## src/design/dqb_pkg.sv

```systemverilog
// ----------------------------------------------------------------------------
// DNS query builder package
// Shared constants, command types and sequencer states.
// ----------------------------------------------------------------------------
package dqb_pkg;

  localparam int LABEL_MAX = 32;
  localparam int LEN_W = $clog2(LABEL_MAX + 1);
  localparam int IDX_W = (LABEL_MAX > 1) ? $clog2(LABEL_MAX) : 1;

  localparam int CMD_FIFO_DEPTH = 2;
  localparam int CMD_FIFO_AW = (CMD_FIFO_DEPTH > 1) ? $clog2(CMD_FIFO_DEPTH) : 1;

  localparam int CFG_IDX_W = 8;
  localparam int CFG_DATA_W = 16;

  localparam logic [CFG_IDX_W-1:0] REG_QUERY_ID = 8'd0;
  localparam logic [CFG_IDX_W-1:0] REG_HEADER_FLAGS = 8'd1;
  localparam logic [CFG_IDX_W-1:0] REG_QUERY_TYPE = 8'd2;
  localparam logic [CFG_IDX_W-1:0] REG_QUERY_CLASS = 8'd3;

  localparam logic [15:0] QUERY_ID_RST = 16'h9bce;
  localparam logic [15:0] HEADER_FLAGS_RST = 16'h0100;
  localparam logic [15:0] QUERY_TYPE_RST = 16'h0001;
  localparam logic [15:0] QUERY_CLASS_RST = 16'h0001;

  localparam logic [7:0] DOT_CHAR = 8'h2e;
  localparam logic [7:0] QDCOUNT_LO = 8'h01;
  localparam logic [3:0] HDR_LAST = 4'd11;
  localparam logic [3:0] TAIL_LAST = 4'd3;

  typedef enum logic [1:0] {
    CMD_CHAR,
    CMD_DOT,
    CMD_END
  } cmd_kind_t;

  typedef struct packed {
    logic      hdr;
    cmd_kind_t kind;
    logic [7:0] ch;
  } cmd_t;

  typedef enum logic [2:0] {
    ST_IDLE,
    ST_HDR,
    ST_EXEC,
    ST_LEN,
    ST_LBL,
    ST_ROOT,
    ST_TAIL
  } back_state_t;

endpackage

```

## src/design/dqb_name_if.sv

```systemverilog
// ----------------------------------------------------------------------------
// Host name channel
// One name character or end marker per request.
// ----------------------------------------------------------------------------
interface dqb_name_if;
  logic       valid;
  logic       ready;
  logic [7:0] name_char;
  logic       end_of_name;

  modport source(output valid, output name_char, output end_of_name, input ready);
  modport sink(input valid, input name_char, input end_of_name, output ready);
endinterface

```

## src/design/dqb_msg_if.sv

```systemverilog
// ----------------------------------------------------------------------------
// Query message channel
// One message byte with its markers per request.
// ----------------------------------------------------------------------------
interface dqb_msg_if;
  logic       valid;
  logic       ready;
  logic [7:0] out_byte;
  logic       last_byte;
  logic       label_too_long;

  modport source(output valid, output out_byte, output last_byte,
                 output label_too_long, input ready);
  modport sink(input valid, input out_byte, input last_byte,
               input label_too_long, output ready);
endinterface

```

## src/design/dqb_front.sv

```systemverilog
// ----------------------------------------------------------------------------
// DNS query builder front end
// Accepts name requests, classifies them and tags the first of each name.
// ----------------------------------------------------------------------------
module dqb_front (
  input  logic           clk,
  input  logic           rst,
  dqb_name_if.sink       name_chan,
  input  logic           fifo_full,
  output logic           push,
  output dqb_pkg::cmd_t  cmd
);

  logic started;

  assign name_chan.ready = !fifo_full;
  assign push = name_chan.valid && !fifo_full;

  always_comb begin
    cmd.hdr = !started;
    cmd.ch = name_chan.name_char;
    if (name_chan.end_of_name) begin
      cmd.kind = dqb_pkg::CMD_END;
    end else if (name_chan.name_char == dqb_pkg::DOT_CHAR) begin
      cmd.kind = dqb_pkg::CMD_DOT;
    end else begin
      cmd.kind = dqb_pkg::CMD_CHAR;
    end
  end

  always_ff @(posedge clk) begin
    if (rst) begin
      started <= 1'b0;
    end else if (push) begin
      started <= !name_chan.end_of_name;
    end
  end

endmodule

```

## src/design/dqb_cmd_fifo.sv

```systemverilog
// ----------------------------------------------------------------------------
// DNS query builder command queue
// Short queue between the front end and the byte sequencer.
// ----------------------------------------------------------------------------
module dqb_cmd_fifo (
  input  logic           clk,
  input  logic           rst,
  input  logic           push,
  input  dqb_pkg::cmd_t  push_data,
  output logic           full,
  input  logic           pop,
  output dqb_pkg::cmd_t  pop_data,
  output logic           not_empty
);

  dqb_pkg::cmd_t                  slots [dqb_pkg::CMD_FIFO_DEPTH];
  logic [dqb_pkg::CMD_FIFO_AW-1:0] wr_ptr;
  logic [dqb_pkg::CMD_FIFO_AW-1:0] rd_ptr;
  logic [dqb_pkg::CMD_FIFO_AW:0]   count;
  logic                           do_push;
  logic                           do_pop;

  assign full = (count == (dqb_pkg::CMD_FIFO_AW + 1)'(dqb_pkg::CMD_FIFO_DEPTH));
  assign not_empty = (count != '0);
  assign do_push = push && !full;
  assign do_pop = pop && not_empty;
  assign pop_data = slots[rd_ptr];

  always_ff @(posedge clk) begin
    if (do_push) begin
      slots[wr_ptr] <= push_data;
    end
  end

  always_ff @(posedge clk) begin
    if (rst) begin
      wr_ptr <= '0;
      rd_ptr <= '0;
      count <= '0;
    end else begin
      if (do_push) begin
        if (wr_ptr == dqb_pkg::CMD_FIFO_AW'(dqb_pkg::CMD_FIFO_DEPTH - 1)) begin
          wr_ptr <= '0;
        end else begin
          wr_ptr <= wr_ptr + 1'b1;
        end
      end
      if (do_pop) begin
        if (rd_ptr == dqb_pkg::CMD_FIFO_AW'(dqb_pkg::CMD_FIFO_DEPTH - 1)) begin
          rd_ptr <= '0;
        end else begin
          rd_ptr <= rd_ptr + 1'b1;
        end
      end
      if (do_push && !do_pop) begin
        count <= count + 1'b1;
      end else if (do_pop && !do_push) begin
        count <= count - 1'b1;
      end
    end
  end

endmodule

```

## src/design/dqb_back.sv

```systemverilog
// ----------------------------------------------------------------------------
// DNS query builder back end
// Byte sequencer: header, label flush, root and trailer, label store.
// ----------------------------------------------------------------------------
module dqb_back (
  input  logic                              clk,
  input  logic                              rst,
  input  logic                              cfg_we,
  input  logic [dqb_pkg::CFG_IDX_W-1:0]     cfg_index,
  input  logic [dqb_pkg::CFG_DATA_W-1:0]    cfg_data,
  input  logic                              cmd_valid,
  input  dqb_pkg::cmd_t                     cmd,
  output logic                              pop,
  dqb_msg_if.source                         msg_chan
);

  dqb_pkg::back_state_t       state;
  dqb_pkg::back_state_t       state_next;
  dqb_pkg::cmd_t              cur;
  dqb_pkg::cmd_t              cur_next;
  logic [3:0]                 cnt;
  logic [3:0]                 cnt_next;
  logic [dqb_pkg::LEN_W-1:0]  idx;
  logic [dqb_pkg::LEN_W-1:0]  idx_next;
  logic [dqb_pkg::LEN_W-1:0]  idx_inc;
  logic [dqb_pkg::LEN_W-1:0]  label_length;
  logic [dqb_pkg::LEN_W-1:0]  label_length_next;
  logic                       label_overflow;
  logic                       label_overflow_next;
  logic [7:0]                 label_store [dqb_pkg::LABEL_MAX];
  logic [7:0]                 rd_data;
  logic                       wr_en;

  logic [15:0] query_id;
  logic [15:0] header_flags;
  logic [15:0] query_type;
  logic [15:0] query_class;

  logic       out_free;
  logic       emit;
  logic [7:0] e_byte;
  logic       e_last;
  logic       e_flag;
  logic [7:0] hdr_byte;
  logic [7:0] tail_byte;

  always_ff @(posedge clk) begin
    if (rst) begin
      query_id <= dqb_pkg::QUERY_ID_RST;
      header_flags <= dqb_pkg::HEADER_FLAGS_RST;
      query_type <= dqb_pkg::QUERY_TYPE_RST;
      query_class <= dqb_pkg::QUERY_CLASS_RST;
    end else if (cfg_we) begin
      case (cfg_index)
        dqb_pkg::REG_QUERY_ID: query_id <= cfg_data[15:0];
        dqb_pkg::REG_HEADER_FLAGS: header_flags <= cfg_data[15:0];
        dqb_pkg::REG_QUERY_TYPE: query_type <= cfg_data[15:0];
        dqb_pkg::REG_QUERY_CLASS: query_class <= cfg_data[15:0];
        default: ;
      endcase
    end
  end

  always_comb begin
    case (cnt)
      4'd0: hdr_byte = query_id[15:8];
      4'd1: hdr_byte = query_id[7:0];
      4'd2: hdr_byte = header_flags[15:8];
      4'd3: hdr_byte = header_flags[7:0];
      4'd5: hdr_byte = dqb_pkg::QDCOUNT_LO;
      default: hdr_byte = 8'h00;
    endcase
    case (cnt[1:0])
      2'd0: tail_byte = query_type[15:8];
      2'd1: tail_byte = query_type[7:0];
      2'd2: tail_byte = query_class[15:8];
      default: tail_byte = query_class[7:0];
    endcase
  end

  assign out_free = !msg_chan.valid || msg_chan.ready;
  assign idx_inc = idx + 1'b1;

  always_comb begin
    state_next = state;
    cur_next = cur;
    cnt_next = cnt;
    idx_next = idx;
    label_length_next = label_length;
    label_overflow_next = label_overflow;
    wr_en = 1'b0;
    pop = 1'b0;
    emit = 1'b0;
    e_byte = 8'h00;
    e_last = 1'b0;
    e_flag = 1'b0;
    case (state)
      dqb_pkg::ST_IDLE: begin
        if (cmd_valid) begin
          pop = 1'b1;
          cur_next = cmd;
          cnt_next = '0;
          state_next = cmd.hdr ? dqb_pkg::ST_HDR : dqb_pkg::ST_EXEC;
        end
      end
      dqb_pkg::ST_HDR: begin
        e_byte = hdr_byte;
        if (out_free) begin
          emit = 1'b1;
          if (cnt == dqb_pkg::HDR_LAST) begin
            cnt_next = '0;
            state_next = dqb_pkg::ST_EXEC;
          end else begin
            cnt_next = cnt + 1'b1;
          end
        end
      end
      dqb_pkg::ST_EXEC: begin
        idx_next = '0;
        case (cur.kind)
          dqb_pkg::CMD_CHAR: begin
            if (label_length < dqb_pkg::LEN_W'(dqb_pkg::LABEL_MAX)) begin
              wr_en = 1'b1;
              label_length_next = label_length + 1'b1;
            end else begin
              label_overflow_next = 1'b1;
            end
            state_next = dqb_pkg::ST_IDLE;
          end
          dqb_pkg::CMD_DOT: begin
            if (label_length == '0) begin
              label_overflow_next = 1'b0;
              state_next = dqb_pkg::ST_IDLE;
            end else begin
              state_next = dqb_pkg::ST_LEN;
            end
          end
          dqb_pkg::CMD_END: begin
            if (label_length == '0) begin
              label_overflow_next = 1'b0;
              state_next = dqb_pkg::ST_ROOT;
            end else begin
              state_next = dqb_pkg::ST_LEN;
            end
          end
          default: state_next = dqb_pkg::ST_IDLE;
        endcase
      end
      dqb_pkg::ST_LEN: begin
        idx_next = '0;
        e_byte = {{(8 - dqb_pkg::LEN_W){1'b0}}, label_length};
        e_flag = label_overflow;
        if (out_free) begin
          emit = 1'b1;
          state_next = dqb_pkg::ST_LBL;
        end
      end
      dqb_pkg::ST_LBL: begin
        e_byte = rd_data;
        if (out_free) begin
          emit = 1'b1;
          if (idx_inc == label_length) begin
            idx_next = '0;
            label_length_next = '0;
            label_overflow_next = 1'b0;
            state_next = (cur.kind == dqb_pkg::CMD_END) ? dqb_pkg::ST_ROOT
                                                         : dqb_pkg::ST_IDLE;
          end else begin
            idx_next = idx_inc;
          end
        end
      end
      dqb_pkg::ST_ROOT: begin
        if (out_free) begin
          emit = 1'b1;
          cnt_next = '0;
          state_next = dqb_pkg::ST_TAIL;
        end
      end
      dqb_pkg::ST_TAIL: begin
        e_byte = tail_byte;
        e_last = (cnt == dqb_pkg::TAIL_LAST);
        if (out_free) begin
          emit = 1'b1;
          if (cnt == dqb_pkg::TAIL_LAST) begin
            cnt_next = '0;
            state_next = dqb_pkg::ST_IDLE;
          end else begin
            cnt_next = cnt + 1'b1;
          end
        end
      end
      default: state_next = dqb_pkg::ST_IDLE;
    endcase
  end

  // rd_data holds the entry at idx; right after a write to that entry it still shows the old value
  always_ff @(posedge clk) begin
    if (wr_en) begin
      label_store[label_length[dqb_pkg::IDX_W-1:0]] <= cur.ch;
    end
    rd_data <= label_store[idx_next[dqb_pkg::IDX_W-1:0]];
  end

  always_ff @(posedge clk) begin
    cur <= cur_next;
    if (rst) begin
      state <= dqb_pkg::ST_IDLE;
      cnt <= '0;
      idx <= '0;
      label_length <= '0;
      label_overflow <= 1'b0;
    end else begin
      state <= state_next;
      cnt <= cnt_next;
      idx <= idx_next;
      label_length <= label_length_next;
      label_overflow <= label_overflow_next;
    end
  end

  always_ff @(posedge clk) begin
    if (emit) begin
      msg_chan.out_byte <= e_byte;
      msg_chan.last_byte <= e_last;
      msg_chan.label_too_long <= e_flag;
    end
  end

  always_ff @(posedge clk) begin
    if (rst) begin
      msg_chan.valid <= 1'b0;
    end else if (emit) begin
      msg_chan.valid <= 1'b1;
    end else if (msg_chan.ready) begin
      msg_chan.valid <= 1'b0;
    end
  end

endmodule

```

## src/design/dns_query_builder_unit.sv

```systemverilog
// Path: a first name request is queued, dequeued in the idle state and its header bytes
// are emitted from the header state via the registered output. Throughput: each request
// passes the sequencer's dequeue and execute states; message bytes leave at 1 per cycle
// while the receiver accepts them: 12 header bytes, 1 + length per flushed label, 5 closing bytes.
// Reset: synchronous rst clears control state and loads register defaults;
// the label store is not cleared and needs no startup pass.
// ----------------------------------------------------------------------------
// DNS query builder top level
// Front end, command queue and byte sequencer for DNS query messages.
// ----------------------------------------------------------------------------
module dns_query_builder_unit (
  input  logic                            clk,
  input  logic                            rst,
  input  logic                            cfg_we,
  input  logic [dqb_pkg::CFG_IDX_W-1:0]   cfg_index,
  input  logic [dqb_pkg::CFG_DATA_W-1:0]  cfg_data,
  dqb_name_if.sink                        name_chan,
  dqb_msg_if.source                       msg_chan
);

  logic          push;
  logic          fifo_full;
  logic          pop;
  logic          cmd_valid;
  dqb_pkg::cmd_t push_cmd;
  dqb_pkg::cmd_t pop_cmd;

  dqb_front u_front (
    .clk       (clk),
    .rst       (rst),
    .name_chan (name_chan),
    .fifo_full (fifo_full),
    .push      (push),
    .cmd       (push_cmd)
  );

  dqb_cmd_fifo u_fifo (
    .clk       (clk),
    .rst       (rst),
    .push      (push),
    .push_data (push_cmd),
    .full      (fifo_full),
    .pop       (pop),
    .pop_data  (pop_cmd),
    .not_empty (cmd_valid)
  );

  dqb_back u_back (
    .clk       (clk),
    .rst       (rst),
    .cfg_we    (cfg_we),
    .cfg_index (cfg_index),
    .cfg_data  (cfg_data),
    .cmd_valid (cmd_valid),
    .cmd       (pop_cmd),
    .pop       (pop),
    .msg_chan  (msg_chan)
  );

endmodule

```

## src/flat_wrapper.sv

```systemverilog
// flat-port wrapper written by rule: the top's interface ports become plain ports
module dns_query_builder_unit_flat 
  (clk, rst, cfg_we, cfg_index, cfg_data, name_chan_valid, name_chan_name_char, name_chan_end_of_name, name_chan_ready, msg_chan_valid, msg_chan_out_byte, msg_chan_last_byte, msg_chan_label_too_long, msg_chan_ready);
  dqb_name_if name_chan_i ();
  dqb_msg_if msg_chan_i ();
  input  logic clk;
  input  logic rst;
  input  logic cfg_we;
  input  logic [dqb_pkg::CFG_IDX_W-1:0] cfg_index;
  input  logic [dqb_pkg::CFG_DATA_W-1:0] cfg_data;
  input wire logic [$bits(name_chan_i.valid)-1:0] name_chan_valid;
  input wire logic [$bits(name_chan_i.name_char)-1:0] name_chan_name_char;
  input wire logic [$bits(name_chan_i.end_of_name)-1:0] name_chan_end_of_name;
  output wire logic [$bits(name_chan_i.ready)-1:0] name_chan_ready;
  output wire logic [$bits(msg_chan_i.valid)-1:0] msg_chan_valid;
  output wire logic [$bits(msg_chan_i.out_byte)-1:0] msg_chan_out_byte;
  output wire logic [$bits(msg_chan_i.last_byte)-1:0] msg_chan_last_byte;
  output wire logic [$bits(msg_chan_i.label_too_long)-1:0] msg_chan_label_too_long;
  input wire logic [$bits(msg_chan_i.ready)-1:0] msg_chan_ready;
  assign name_chan_i.valid = name_chan_valid;
  assign name_chan_i.name_char = name_chan_name_char;
  assign name_chan_i.end_of_name = name_chan_end_of_name;
  assign name_chan_ready = name_chan_i.ready;
  assign msg_chan_valid = msg_chan_i.valid;
  assign msg_chan_out_byte = msg_chan_i.out_byte;
  assign msg_chan_last_byte = msg_chan_i.last_byte;
  assign msg_chan_label_too_long = msg_chan_i.label_too_long;
  assign msg_chan_i.ready = msg_chan_ready;
  dns_query_builder_unit u_core (.clk(clk), .rst(rst), .cfg_we(cfg_we), .cfg_index(cfg_index), .cfg_data(cfg_data), .name_chan(name_chan_i), .msg_chan(msg_chan_i));
endmodule
```

## config.mk

```make
export PLATFORM = sky130hd
export DESIGN_NAME = dns_query_builder_unit_flat
export DESIGN_NICKNAME = d
export VERILOG_FILES = /design/src/design/dqb_pkg.sv /design/src/design/dqb_name_if.sv /design/src/design/dqb_msg_if.sv /design/src/design/dqb_front.sv /design/src/design/dqb_cmd_fifo.sv /design/src/design/dqb_back.sv /design/src/design/dns_query_builder_unit.sv /design/src/flat_wrapper.sv
export SDC_FILE = /design/constraint.sdc
export NUM_CORES = 1
export LEC_CHECK = 0
export ABC_CLOCK_PERIOD_IN_PS = 3970
export BUFFER_PORTS_ARGS = -buffer_cell sky130_fd_sc_hd__buf_4
export CORE_ASPECT_RATIO = 1.5
export CORE_MARGIN = 2
export CORE_UTILIZATION = 60
export CTS_CLUSTER_DIAMETER = 80
export DETAILED_ROUTE_END_ITERATION = 6
export GPL_ROUTABILITY_DRIVEN = 1
export PLACE_DENSITY = 0.88
export SYNTH_ARGS = -nofsm -noshare
export SYNTH_HDL_FRONTEND = slang
export SYNTH_SLANG_ARGS = --single-unit
export TNS_END_PERCENT = 100
```

## constraint.sdc

```tcl
create_clock -name clk -period 3.97 [get_ports clk]
set_input_delay 0.397 -clock clk [delete_from_list [all_inputs] [get_ports clk]]
set_output_delay 0.397 -clock clk [all_outputs]
set_load 0.01 [all_outputs]
```

==> metrics.txt <==
status=finished clean; Clock Latency Late Sink=0.55 ns; Slew Viols, Final=0; Critical Path Fanout Max=32; Period Utilization, post-route=88.4%; vias in the first global route=around 14k; total power=around 12 mW; iteration count of the initial detailed-routing pass=6; most frequent cells after synthesis=nand2_1, edfxtp_1, a21oi_1, dfxtp_1, clkbuf_1; grt ovf=0; via density per instance=6.73; CTS Root Cell=clkbuf_16; Post-CTS Hold Fix Bufs=0; Synth Register Bits=approximately 400; VDD IR max=0.475 mV; worst min-delay path class=in2reg; reg-to-reg critical path startpoint=u_core.u_back.label_length[5]$_SDFFE_PP0P_; leakage=7.18 nW; CP Data Required Time=4.36 ns; Max transition margin=about an eighth; Die Height=between 200 and 250 um; final hold violation count=0; crit path from=u_core.u_back.label_length[5]$_SDFFE_PP0P_; postcts setup bufs=0; register area share after synthesis=59.8%; ys flop type=edfxtp_1; Buffers on Ports=49; share of layout cells above drive strength 1=a little under an eighth; first-pass GRT wire length=78.4 mm; Placer Congestion=just over 0.9; Post-DP HPWL=31.8 mm; post-synth top area cell=edfxtp_1; max_cap viols=0; Gate Count Post-Synth=between 1.5k and 2k; H-tree levels=2; ANT nets after route=0; min-delay src=name_chan_name_char[0]; DR WL/cell=roughly 23 um; Max Fclk=approximately 280 MHz; synth unique cells=between 70 and 80; Final setup violation count=0; die area=between 30000 and 40000 um^2; Worst EP arrival=between 3 and 4 ns; setup TNS=0 ns; core area=between 30000 and 40000 um^2; io pins=50; initial antenna violation count=0; drt first-iter violations=around 1.9k; gr usage total=a little under a third; dominant cells by area after synthesis=edfxtp_1, dfxtp_1, nand2_1; P per Cell Area=575 nW/um^2; chip width=roughly 150 um; most common cell in the netlist=nand2_1; Post-Syn Nets=1759; Finished Layout Cells=around 2.1k; std cell rows=between 70 and 80; Ys Warns=0; largest net degree at the start of global routing=97; synth-to-layout area growth=10.9%; clk sink count=between 300 and 400; Post-synth EDFFs=298; Post-Syn Area=about 18000 um^2; CTS buffer count=35; RSZ-0062 raised after global routing=no; Initial Util=60.6%; Max clock buf depth=3; Setup Skew=between 0.02 and 0.025 ns; CTS tree=built; post_cts resized=0; vias post-DR=~14k; Async SR Flop Fraction=0%; CP endpoint kind=flip-flop; Final #Nets=1765; clk slew on worst S/H paths=~0.07 ns; Inserted Diodes=0; final critical-path required period=3.51 ns; final wirelength=50.1 mm; DRC=0; placed cells=between 2k and 2.5k; post-synth top area share=48.9%; slew of the pin with the lowest slew margin=approximately 1.3 ns; Worst Setup Start Kind=flip-flop; synthesized area per cell=around 11 um^2; critical path class=reg2reg
## placed cells by master, fill, tap and decap left out, drive strengths merged, types with 44 or more instances in the layout
cell type	Yosys	final
nand2	394	394
edfxtp	298	298
a21oi	125	125
buf	45	100
dfxtp	99	99
nor2	88	88
nand3	63	63
mux2i	62	62
clkbuf	86	47
o21ai	44	44
## kinds of logic after synthesis
logic type | count (synthesis) | share of synthesized area (%)
buffers and inverters | 145 | 3.39
XOR/XNOR | 17 | 0.889
flip-flops | 397 | 59.8
multiplexers | 74 | 4.13
adder cells (fa/ha/maj) | 13 | 0.890
AND/OR/NAND/NOR | 678 | 16.4
AO/OA/AOI/OAI | 384 | 14.5
## worst max-delay path: stages, from the launching register on
cell and delay, ns:
dfxtp_1 0.49, xor2_1 0.42, nand3_1 0.36, a32oi_1 0.45, nand2_4 0.38, buf_4 0.34, nor3_1 0.29, o21ai_0 0.15
a31oi_1 0.36, a32oi_1 0.10
## registers in the layout (all words and copies together) (netlist names), 2 cells and up, named ones only
name                             count
u_core.u_back.label_store          256
u_core.u_fifo.slots                 22
u_core.u_back.header_flags          16
u_core.u_back.query_class           16
u_core.u_back.query_id              16
u_core.u_back.query_type            16
u_core.u_back.cur                   10
u_core.u_back.msg_chan.out_byte      8
u_core.u_back.rd_data                8
u_core.u_back.idx                    6
u_core.u_back.label_length           6
u_core.u_back.cnt                    4
u_core.u_back.state                  3
u_core.u_fifo.count                  2
## report_power, final
group | leakage (nW) | switching [mW] | internal [mW]
clock | 0.584 | 1.53 | 2.00
combinational | 3.10 | 1.84 | 0.935
sequential | 3.50 | 0.345 | 5.03
total | 7.18 | 3.71 | 7.96
## per-stage QoR
step | setup slack, ns | cell area, um^2 | util (%) | hold slack (ns)
after floorplan | 1.03 | 18300 | - | 0.431
final | 0.459 | 20300 | 67.3 | 0.0411
after CTS | 0.557 | 20300 | 67.3 | 0.0294
after global routing | 0.248 | 20300 | 67.3 | 0.0347
after detailed placement | 0.597 | 19100 | 63.4 | 0.444
after global placement | 0.617 | 19100 | 63.4 | 0.437
## layout make-up
cell class / count / area [um^2]
sequential: 397 / 10900
fill: 2083 / 9870
multi-input combinational: 1166 / 6790
clock buffer: 47 / 971
timing repair buffer: 100 / 838
tap: 400 / 500
clock inverter: 17 / 198
inverter: 14 / 52.6
## layer usage
layer	track usage (%)	vias up	routed length, um
met5	0	-	0
met4	17.1	0	3020
met3	3.87	208	4270
met2	55.2	989	25300
met1	37.7	6868	17400
li1	-	6342	-
## path summary, 6_finish.rpt
path	cells past startpoint	to	slack [ns]
setup / recovery	9	u_core.u_back.rd_data[2]$_DFF_P_	0.46
hold / removal	1	u_core.u_fifo.slots[1][0]$_DFFE_PP_	0.04
setup reg to reg	9	u_core.u_back.rd_data[2]$_DFF_P_	0.46
hold reg to reg	2	u_core.u_back.query_type[12]$_SDFFE_PP0P_	0.46
Note: power is estimated with default switching activity, not from simulation.
